==> src/hdl/hmre_pkg.sv <==
// shared constants, types and tables for the ht mcs rate estimator
// no dependencies
package hmre_pkg;

	// number of mcs indices looked at (8 to 32)
	localparam int McsCount = 32;
	localparam logic [32:0] McsMaskFull = (33'd1 << McsCount) - 33'd1;
	localparam logic [31:0] McsMask = McsMaskFull[31:0];

	localparam int RssiW = 9;
	localparam int BaseW = 24;
	localparam int FactorW = 6;
	localparam int RateW = 30;

	localparam logic signed [RssiW-1:0] WideMarginDb = 9'sd3;

	localparam logic [BaseW-1:0] Base20 = 24'd6500000;
	localparam logic [BaseW-1:0] Base20Sgi = 24'd7200000;
	localparam logic [BaseW-1:0] Base40 = 24'd13500000;
	localparam logic [BaseW-1:0] Base40Sgi = 24'd15000000;

	typedef struct packed {
		logic       found;
		logic [4:0] mcs;
	} sel_t;

	// minimum rssi for relative index mcs % 8
	function automatic logic signed [RssiW-1:0] rssi_threshold(input logic [2:0] rel);
		logic signed [RssiW-1:0] t;
		unique case (rel)
			3'd0: t = -9'sd82;
			3'd1: t = -9'sd79;
			3'd2: t = -9'sd77;
			3'd3: t = -9'sd74;
			3'd4: t = -9'sd70;
			3'd5: t = -9'sd66;
			3'd6: t = -9'sd65;
			default: t = -9'sd64;
		endcase
		return t;
	endfunction

	// streams times modulation multiplier for one mcs
	function automatic logic [FactorW-1:0] rate_factor(input logic [4:0] mcs);
		logic [3:0] mult;
		logic [FactorW-1:0] prod;
		unique case (mcs[2:0])
			3'd0: mult = 4'd1;
			3'd1: mult = 4'd2;
			3'd2: mult = 4'd3;
			3'd3: mult = 4'd4;
			3'd4: mult = 4'd6;
			3'd5: mult = 4'd8;
			3'd6: mult = 4'd9;
			3'd7: mult = 4'd10;
		endcase
		prod = {2'd0, mult} * ({4'd0, mcs[4:3]} + 6'd1);
		return prod;
	endfunction

endpackage

==> src/hdl/ht_mcs_rate_estimator.sv <==
// top level of the ht mcs rate estimator: three stage pipeline
// depends on hmre_pkg and hmre_select
//
//  channel | signals                                   | accepted when
//  --------+-------------------------------------------+----------------------
//  in      | in_valid in_ready cap_info_low            | in_valid & in_ready
//          | mcs_bitmap rssi_dbm                       |
//  out     | out_valid out_ready found chosen_mcs      | out_valid & out_ready
//          | rate_bps                                  |
//
// one item per cycle sustained while out_ready stays high; three register stages
// (threshold compare, priority select, rate multiply): an accepted item is
// registered in each stage in turn and out_valid is the stage 3 valid bit
// each stage moves on when it is empty or the stage after it moves, so a
// stalled output still lets earlier stages fill
// reset clears the stage valid bits only; data registers are not reset
module ht_mcs_rate_estimator import hmre_pkg::*; (
	input  logic                clk,
	input  logic                arst_n,
	input  logic                in_valid,
	output logic                in_ready,
	input  logic [7:0]          cap_info_low,
	input  logic [31:0]         mcs_bitmap,
	input  logic signed [7:0]   rssi_dbm,
	output logic                out_valid,
	input  logic                out_ready,
	output logic                found,
	output logic [4:0]          chosen_mcs,
	output logic [RateW-1:0]    rate_bps
);

	// stage valid bits and advance enables
	logic v_s1, v_s2, v_s3;
	logic adv1, adv2, adv3;

	assign adv3 = !v_s3 || out_ready;
	assign adv2 = !v_s2 || adv3;
	assign adv1 = !v_s1 || adv2;
	assign in_ready = adv1;

	// stage 1: channel decode and per relative index rssi check
	logic        wide, sgi;
	logic [7:0]  pass;
	logic signed [RssiW-1:0] rssi_ext;

	assign wide = cap_info_low[1];
	assign sgi = wide ? cap_info_low[6] : cap_info_low[5];
	assign rssi_ext = {rssi_dbm[7], rssi_dbm};

	always_comb begin
		for (int r = 0; r < 8; r++) begin
			pass[r] = rssi_ext >= (rssi_threshold(3'(r)) + (wide ? WideMarginDb : 9'sd0));
		end
	end

	logic             wide_s1, sgi_s1;
	logic [7:0]       pass_s1;
	logic [31:0]      bitmap_s1;

	always_ff @(posedge clk or negedge arst_n) begin
		if (!arst_n) begin
			v_s1 <= 1'b0;
		end else if (adv1) begin
			v_s1 <= in_valid;
		end
	end

	always_ff @(posedge clk) begin
		if (adv1 && in_valid) begin
			wide_s1 <= wide;
			sgi_s1 <= sgi;
			pass_s1 <= pass;
			// bits above the supported mcs range are ignored
			bitmap_s1 <= mcs_bitmap & McsMask;
		end
	end

	// stage 2: pick highest eligible mcs, look up base rate and factor
	sel_t sel;

	hmre_select u_select (
		.bitmap (bitmap_s1),
		.pass   (pass_s1),
		.sel    (sel)
	);

	logic [BaseW-1:0] base;

	always_comb begin
		unique case ({wide_s1, sgi_s1})
			2'b00: base = Base20;
			2'b01: base = Base20Sgi;
			2'b10: base = Base40;
			default: base = Base40Sgi;
		endcase
	end

	sel_t               sel_s2;
	logic [BaseW-1:0]   base_s2;
	logic [FactorW-1:0] factor_s2;

	always_ff @(posedge clk or negedge arst_n) begin
		if (!arst_n) begin
			v_s2 <= 1'b0;
		end else if (adv2) begin
			v_s2 <= v_s1;
		end
	end

	always_ff @(posedge clk) begin
		if (adv2 && v_s1) begin
			sel_s2 <= sel;
			// zero base when nothing found so the rate comes out zero
			base_s2 <= sel.found ? base : '0;
			factor_s2 <= rate_factor(sel.mcs);
		end
	end

	// stage 3: rate multiply into the output register
	logic [BaseW+FactorW-1:0] prod;
	assign prod = {{FactorW{1'b0}}, base_s2} * {{BaseW{1'b0}}, factor_s2};

	sel_t             sel_s3;
	logic [RateW-1:0] rate_s3;

	always_ff @(posedge clk or negedge arst_n) begin
		if (!arst_n) begin
			v_s3 <= 1'b0;
		end else if (adv3) begin
			v_s3 <= v_s2;
		end
	end

	always_ff @(posedge clk) begin
		if (adv3 && v_s2) begin
			sel_s3 <= sel_s2;
			rate_s3 <= prod[RateW-1:0];
		end
	end

	assign out_valid = v_s3;
	assign found = sel_s3.found;
	assign chosen_mcs = sel_s3.mcs;
	assign rate_bps = rate_s3;

endmodule

==> src/hdl/hmre_select.sv <==
// priority select of the highest eligible mcs
// depends on hmre_pkg
module hmre_select import hmre_pkg::*; (
	input  logic [31:0] bitmap,
	input  logic [7:0]  pass,
	output sel_t        sel
);

	logic [31:0] elig;

	always_comb begin
		for (int i = 0; i < 32; i++) begin
			elig[i] = bitmap[i] & pass[i % 8];
		end
	end

	// highest set bit wins
	always_comb begin
		sel = '0;
		for (int i = 0; i < 32; i++) begin
			if (elig[i]) begin
				sel.found = 1'b1;
				sel.mcs = 5'(i);
			end
		end
	end

endmodule

==> config.mk <==
export PLATFORM = sky130hd
export DESIGN_NAME = ht_mcs_rate_estimator
export DESIGN_NICKNAME = d
export VERILOG_FILES = /design/src/hdl/hmre_pkg.sv /design/src/hdl/ht_mcs_rate_estimator.sv /design/src/hdl/hmre_select.sv
export SDC_FILE = /design/constraint.sdc
export NUM_CORES = 1
export LEC_CHECK = 0
export ABC_CLOCK_PERIOD_IN_PS = 5100
export BUFFER_PORTS_ARGS = -buffer_cell sky130_fd_sc_hd__buf_2
export CAP_MARGIN = 10
export CORE_MARGIN = 2
export CORE_UTILIZATION = 40
export DETAILED_ROUTE_END_ITERATION = 12
export SETUP_SLACK_MARGIN = 0.1
export SYNTH_ARGS = -nofsm -noshare
export SYNTH_HDL_FRONTEND = slang
export SYNTH_SLANG_ARGS = --single-unit
==> constraint.sdc <==
create_clock -name clk -period 5.1 [get_ports clk]
set_clock_uncertainty 0.2 [all_clocks]
set_input_delay 0.51 -clock clk [delete_from_list [all_inputs] [get_ports clk]]
set_output_delay 0.51 -clock clk [all_outputs]
set_load 0.005 [all_outputs]
# [Word-level counts from Yosys, hierarchy flattened]
# Memory sizes are Yosys's and may differ from the RTL's.
# Index checks and enable logic that the tools add are counted.
[word_totals] ff_bits=117 rom_bits=32 word_cells=114 mem_count=1
[memory_table] name="(no name shown)" words=8 width=4 rd=1 rd_ports_with_merged_regs=0 write_ports=0 line_no="hmre_pkg.sv:47" text="unique case (mcs[2:0])"
[classes] add_sub_neg=9 multipliers=2 order_cmp=8 n_eq_ne=2 n_mux=36 n_bitwise=32 reduce_logical=10
[ops] op="$mux 6" n=32
[ops] op="$pmux 24 s3" n=1
[ops] op="$add 8x9->9 const A" n=7
[ops] op="$ge 8x9->1" n=7
[ops] op="$and 1x1->1" n=32
[ops] op="$mul 24x6->30" n=1
[ops] op="$add 7x3->8 const A" n=1
[ops] op="$ge 8x8->1" n=1
[ops] op="$mul 4x3->6" n=1
[ops] op="$mux 4" n=1
[ops] op="$add 2x1->3 const B" n=1
[ops] op="$logic_and 1x1->1" n=3
[ops] op="$logic_not 1->1" n=3
[ops] op="$logic_or 1x1->1" n=3
[ops] op="$eq 2x1->1 const B" n=1
[ops] op="$eq 2x2->1 const B" n=1
[ops] op="$logic_not 2->1" n=1
[ops] op="$mux 2" n=1
[ops] op="$mux 1" n=1

# [Logic depth before layout (Yosys ltp)]
# Gate-level depths: netlist of run 1.
# An unclocked memory read counts as a cell.
[logic_depth] ltp_word=36 depth_mapped=17 mapped_depth_nobuf=16

# [By module]
# Synthesis of run 1 repeated with hierarchy kept, for this count alone.
[unflattened] cells_unflattened=760 area_unflattened_um2=8094.0
[by_module_without_submodules] mod="ht_mcs_rate_estimator" n_inst=1 cells_each=677 area_each_um2=7559.8 seq_area_each_um2=2957.8
[by_module_without_submodules] mod="hmre_select" n_inst=1 cells_each=83 area_each_um2=534.3 seq_area_each_um2=0.0

# [Worst setup path after synthesis of run 1]
# No wires, ideal clock.
[synth_path] path_type="reg2reg" startpoint="reg factor_s2[5]" endpoint="reg rate_s3[29] (netlist: rate_bps[29]) (data pin)" setup_time_ps=261 arrival_time_ps=3905 required_time_ps=4639 path_slack_ps=734 stages_incl_launch_ff=15 synth_period_minus_slack_ps=4366 cell_sequence="edfxtp_1 clkbuf_1 and2_1 fa_1 inv_1 fa_1 fa_1 inv_1 ha_1 o21ai_1 o211ai_1 or3b_2 a31oi_2 a31o_2 nand3_1"
[synth_via] elab_chain_len=1
[synth_lines] element="start, declared" line_no="ht_mcs_rate_estimator.sv:100" text="logic [FactorW-1:0] factor_s2;"
[synth_lines] element="start signal, assigned" line_no="ht_mcs_rate_estimator.sv:115" text="factor_s2 <= rate_factor(sel.mcs);"
[synth_lines] element="$mul 24x6->30" line_no="ht_mcs_rate_estimator.sv:121" text="assign prod = {{FactorW{1'b0}}, base_s2} * {{BaseW{1'b0}}, factor_s2};"
[synth_lines] element="via prod[29]" line_no="ht_mcs_rate_estimator.sv:120" text="logic [BaseW+FactorW-1:0] prod;"
[synth_lines] element="end signal, assigned" line_no="ht_mcs_rate_estimator.sv:137" text="rate_s3 <= prod[RateW-1:0];"
[synth_lines] element="end, declared" line_no="ht_mcs_rate_estimator.sv:124" text="logic [RateW-1:0] rate_s3;"
# The timed path passes the listed nets, and every way through them passes these cells.
# A chain may end at the register's enable or synchronous reset.

# [Worst setup path after layout of run 1]
[layout_path] startpoint="reg base_s2[9]" endpoint="reg rate_s3[29] (netlist: rate_bps[29]) (data pin)"
[layout_via] elab_chain_len=1
[layout_lines] element="start, declared" line_no="ht_mcs_rate_estimator.sv:99" text="logic [BaseW-1:0] base_s2;"
[layout_lines] element="start signal, assigned" line_no="ht_mcs_rate_estimator.sv:114" text="base_s2 <= sel.found ? base : '0;"
[layout_lines] element="$mul 24x6->30" line_no="ht_mcs_rate_estimator.sv:121"
[layout_lines] element="via prod[29]" line_no="ht_mcs_rate_estimator.sv:120"
# The timed path passes the listed nets, and every way through them passes these cells.

==> results.yml, run 1 <==
status:
  status: "complete, no violations"
floorplan:
  die_h_um: 142
  rows: 50
  die_x_um: 142
  ios: 90
  die_area_um2: 20100
  initial_core_util_pct: 40.6
  core-area_um2: 18600
sta:
  hold-worst-slack_ns: 0.128
  setup_ws_ns: 0.403
  setup_viol: 0
  period_minus_slack_ns: 4.70
  rsz0062_at_grt: "no"
  fmax_ghz: 0.213
  fin_setup_tns_ns: 0
  relSlewSlack_pct: 33.8
  hold_viol_final: 0
  worst_slew_pin_slew_ns: 0.993
  min_period_over_period_pct: 92.1
  slew_viol_final: 0
drt:
  wl_um: 15200
  drc: 0
  via_per_inst: 5.11
  firstDrtPassIters: 4
  drtIter0Drc: 196
  ant_nets: 0
  via_count: 5055
  avgRoutedWirePerCell_um: 15.3
flow_run:
  maxCapViolCount: 0
placement:
  gp_congestion: 0.907
  placed_area_um2: 8220
  post-place-ws_ns: 0.345
  dp_hpwl_um: 12300
  portBuffers: 79
worst_setup_path:
  crit_fanout: 6
  end_kind: "flop"
  endpoint: "rate_bps[29]"
  r2r-end: "rate_bps[29]"
  worst-path-stages: 13
  critPathArrivalTime_ns: 4.60
  required_ns: 5.00
  crit_path_cell_trace: "and2_1 > fa_1 > inv_1 > fa_1 > fa_1 > inv_1 > ha_1 > o21ai_1 > o211ai_1 > or3b_2 > a31oi_2 > a31o_2 > nand3_1"
  worstSetupPathType: "flop to flop"
  reg2reg_from: "base_s2[9]"
  worst_setup_path_start_kind: "flop"
  crit_start: "base_s2[9]"
  rr_worst_depth: 13
  path_delay_family: "adder cells"
  r2r_slack_ns: 0.40
  crit_buf_inv: 2
  cp_common_cell: "fa_1"
  slowest_delay_ns: 0.55
  worst_path_max_delay_cell: "fa_1"
cells_and_area:
  fin_nets: 936
  finalInstanceArea_um2: 8510
  antenna_cells: 0
  syn2layout_area_growth_pct: 12.3
  final_common_cell: "edfxtp_1"
  final_cell_mix: "96 x edfxtp_1, 79 x buf_2, 77 x inv_1"
  drive_gt1_share_pct: 15.4
global_route:
  grtUsageTotal_pct: 16.0
  gr-total-overflow: 0
  grt_pass1_wl_um: 25400
  grt_pass1_vias: 5314
  grt_max_degree: 43
  grt_antenna_before_repair: 0
synthesis:
  avgSynthCellArea_um2: 11.4
  synthCells: 666
  ys_ff_latch: 99
  synth_edf_count: 96
  synth_area_um2: 7570
  synth_warnings: 0
  synthArstFlopShare_pct: 3.03
  synth-seq-area-share_pct: 39.1
  synth_flop_cell: "edfxtp_1"
  ys_types: 62
power:
  p_per_area_nw_per_um2: 510
  leakagePower_uw: 0.00379
  p_total_uw: 4340
  vdd_drop_max_mv: 0.260
clock_network:
  cts-root-buf: "clkbuf_16"
  clock_latency_ns: 0.35
  path_clk_slew_ns: 0.08
  cts_tree: "done"
  numCtsBuffers: 9
  htree_levels: 3
  cts_sinks: 99
  clockBufferDepth: 2
  cts_setup_buffers: 0
min_path:
  hold_path_class: "input pin to flop"
  min_path_cells: 1
-- worst min path at each step --
stage                        start             to  slack (ns)
finish              mcs_bitmap[23]  bitmap_s1[23]        0.13
global route        mcs_bitmap[26]  bitmap_s1[26]        0.11
CTS                  mcs_bitmap[6]   bitmap_s1[6]        0.11
detailed placement          arst_n      out_valid        0.11
global placement            arst_n      out_valid        0.11
floorplan                   arst_n      out_valid        0.01
-- synth_stat cells, types with 6 or more instances --
| master | count | area [um2] |
|---|---|---|
| clkbuf_1 | 6 | 22.5 |
| a21o_1 | 6 | 45.0 |
| inv_1 | 77 | 289 |
| a21oi_1 | 23 | 115 |
| nor2b_1 | 7 | 43.8 |
| ha_1 | 68 | 851 |
| a22oi_1 | 8 | 60.1 |
| o21ai_0 | 19 | 95.1 |
| and2_1 | 52 | 325 |
| xnor2_1 | 17 | 149 |
| fa_1 | 66 | 1320 |
| nor2_1 | 25 | 93.8 |
| nor3_1 | 6 | 30.0 |
| edfxtp_1 | 96 | 2880 |
| a31oi_1 | 8 | 50.1 |
| nand4_1 | 7 | 43.8 |
| nand2b_1 | 9 | 56.3 |
| nand2_1 | 68 | 255 |
| nand3_1 | 15 | 75.1 |
-- per-stage QoR --
step | instances | utilization (%)
4_1_cts | 989 | 45.6
6_report | 989 | 45.6
2_1_floorplan | 670 | -
3_5_place_dp | 972 | 44.1
5_1_grt | 989 | 45.6
3_3_place_gp | 972 | 44.1
-- registers in the layout, summed over array words and instances (netlist names) --
name and count:
base_s2 11, v_s2 1, out_valid 1, bitmap_s1 32, v_s1 1, sgi_s1 1
sel_s2 6, factor_s2 6, pass_s1 8, found 1, rate_bps 25, wide_s1 1
chosen_mcs 5
-- what timing repair did --
item / in CTS / in global routing
endpoints found under the setup margin: 0 / 2
hold buffers: 1 / 0
hold endpoints to repair: 3 / 0
gates resized for setup: 0 / 1
-- report_power, final --
part	leakage [uW]	switching [uW]	internal (uW)
Sequential	0.000929	59.3	1180
Clock	0.000137	322	337
Combinational	0.00272	1360	1080
Total	0.00379	1740	2590
-- metal layers --
layer | track usage, % | share of wire [%]
met2 | 28.5 | 51
met5 | 0 | 0
met1 | 20.1 | 44
met3 | 2.33 | 3.2
met4 | 4.89 | 1.3
-- area by class of cell --
| class | instances | area (um2) |
|---|---|---|
| Multi-Input combinational cell | 478 | 4250 |
| Fill cell | 1770 | 10100 |
| Timing Repair Buffer | 85 | 443 |
| Clock buffer | 10 | 229 |
| Sequential cell | 99 | 2960 |
| Inverter | 77 | 289 |
| Tap cell | 234 | 293 |
| Clock inverter | 6 | 46.3 |
-- cells by family (layout without fill, tap and decap cells) --
logic type | after synthesis | count (layout) | share of synthesized area, %
simple gates | 205 | 205 | 14.3
fa+ha+maj | 134 | 134 | 28.7
compound gates | 112 | 112 | 10.2
flops | 99 | 99 | 39.1
buf+inv | 93 | 178 | 5.10
xor+xnor | 19 | 19 | 2.20
mux | 3 | 3 | 0.413
other cells | 1 | 5 | 0.0495
Note: power is estimated with default switching activity, not from simulation.
==> run 2: changes to the inputs <==
ABC_CLOCK_PERIOD_IN_PS = 4300   (was 5100)
BUFFER_PORTS_ARGS = not set   (was -buffer_cell sky130_fd_sc_hd__buf_2)
DONT_BUFFER_PORTS = 1   (was not set)
clock period = 4.3 ns   (was 5.1 ns; I/O delays follow)
==> results.yml, run 2 (synthesis results as in run 1) <==
worst_setup_path:
  worst_path_max_delay_cell: "fa_1"
  crit_fanout: 5
  path_delay_family: "adder cells"
  slowest_delay_ns: 0.58
  end_kind: "flop"
  crit_path_cell_trace: "buf_6 > and2_4 > fa_1 > fa_1 > fa_1 > ha_4 > a21o_1 > a211o_1 > nor4_4 > a31oi_4 > or4_1 > nand4_1"
  required_ns: 4.32
  crit_buf_inv: 1
  worstSetupPathType: "flop to flop"
  worst_setup_path_start_kind: "flop"
  cp_common_cell: "fa_1"
  critPathArrivalTime_ns: 4.38
global_route:
  grt_antenna_before_repair: 0
  grt_pass1_wl_um: 27200
  grtUsageTotal_pct: 17.1
  grt_max_degree: 43
  grt_pass1_vias: 5748
  gr-total-overflow: 0
sta:
  hold-worst-slack_ns: 0.0451
  slew_viol_final: 0
  min_period_over_period_pct: 101
  hold_viol_final: 0
  relSlewSlack_pct: 33.9
  setup_ws_ns: -0.0547
  period_minus_slack_ns: 4.35
  rsz0062_at_grt: "yes"
  fmax_ghz: 0.230
  worst_slew_pin_slew_ns: 0.991
  setup_viol: 1
cells_and_area:
  fillers: 1606
  fin_util_pct: 51.6
  drive_gt1_share_pct: 24.1
  antenna_cells: 0
  largest_reg_flops: 32
  syn2layout_area_growth_pct: 27.0
  regMostFlops: "bitmap_s1"
  fin_nets: 991
  final_cell_mix: "96 x edfxtp_1, 96 x buf_4, 74 x inv_1"
floorplan:
  initial_core_util_pct: 40.6
  rows: 50
  die_area_um2: 20100
  die_x_um: 142
  ios: 90
  core-area_um2: 18600
  die_h_um: 142
min_path:
  hold_path_class: "input pin to flop"
clock_network:
  cts_sinks: 99
  cts_tree: "done"
  path_clk_slew_ns: 0.08
  cts-root-buf: "clkbuf_16"
  numCtsBuffers: 9
  clock_latency_ns: 0.36
  clockBufferDepth: 2
  htree_levels: 3
drt:
  drtIter0Drc: 193
  wl_um: 16900
  drc: 0
  via_per_inst: 5.17
  via_count: 5399
  firstDrtPassIters: 4
  avgRoutedWirePerCell_um: 16.2
  ant_nets: 0
power:
  p_sw_share_pct: 39.5
  p_per_area_nw_per_um2: 664
  p_switching_uw: 2520
  leakagePower_uw: 0.00417
  p_comb_share_pct: 63.8
  pwr-share-clk_pct: 12.8
  p_int_uw: 3870
  vdd_drop_max_mv: 0.422
  p_seq_share_pct: 23.4
status:
  violations: "negative setup slack"
  status: "complete, but fails checks"
flow_run:
  maxCapViolCount: 0
placement:
  gp_congestion: 0.911
  portBuffers: 0
  dp_hpwl_um: 12700
==> run 2: changes by cell type in the layout (fill, tap and decap cells not counted), sizes merged <==
cell | previous run | this run
buf | 84 | 105
clkbuf | 10 | 9
clkinv | 3 | 4
dlygate4sd3 | 1 | 35
==> run 2: final timing paths <==
| kind | startpoint | end | slack (ns) | cells past startpoint |
|---|---|---|---|---|
| max in group asynchronous | arst_n | v_s1 | 3.64 | 1 |
| min reg2reg | sel_s2[5] | found | 0.23 | 0 |
| min | rssi_dbm[7] | pass_s1[7] | 0.05 | 1 |
| max reg2reg | factor_s2[4] | rate_bps[27] | -0.05 | 12 |
| min in group asynchronous | arst_n | out_valid | 0.12 | 1 |
| max | factor_s2[4] | rate_bps[27] | -0.05 | 12 |
==> run 2: final cells by class <==
type | instances | area [um2] | share of cell area [%]
Clock inverter | 7 | 68.8 | 0.715
Clock buffer | 9 | 225 | 2.34
Sequential cell | 99 | 2960 | 30.8
Timing Repair Buffer | 140 | 1170 | 12.1
Tap cell | 234 | 293 | 3.04
Inverter | 77 | 289 | 3.01
Multi-Input combinational cell | 478 | 4620 | 48.0
==> run 2: metrics by stage <==
step	TNS [ns]	area (um2)	worst slack, ns	total power, uW	std cells
floorplan	0	7650	0.108	3810	670
global placement	-0.379	8390	-0.0945	4750	960
detailed placement	-0.848	8390	-0.193	4840	960
CTS	-0.0367	9240	-0.0251	5890	1031
global route	-0.490	9620	-0.128	6900	1044
finish	-0.0547	9620	-0.0547	6390	1044
==> run 2: per-layer routing <==
layer | global-route usage (%) | vias to the layer above | share of wire [%]
li1 | - | 2590 | -
met1 | 20.0 | 2631 | 42
met2 | 31.5 | 150 | 52
met3 | 3.00 | 28 | 3.4
met4 | 5.84 | 0 | 2.0
met5 | 0 | - | 0
==> run 2: repair_timing <==
item,CTS,global route
setup buffers,20,13
cloned,0,0
setup endpoints to repair,13,15
hold endpoints to repair,37,0
resized for setup,25,56
hold buffers,35,0
pin swaps,14,32
==> run 2: power by group through the flow <==
stage / registers (uW) / logic [uW] / clock network, uW
floorplan: 1490 / 2330 / 0
global placement: 1520 / 3230 / 0
detailed placement: 1530 / 3310 / 0
CTS: 1500 / 3550 / 843
global route: 1520 / 4510 / 873
finish: 1490 / 4070 / 821
==> run 2: worst register-to-register path, delay by kind of cell, from the launching register on <==
| kind | cells | cell delay, ns |
|---|---|---|
| flops | 1 | 0.49 |
| simple gates | 4 | 0.93 |
| buf+inv | 1 | 0.18 |
| fa+ha+maj | 4 | 1.81 |
| compound gates | 3 | 0.63 |
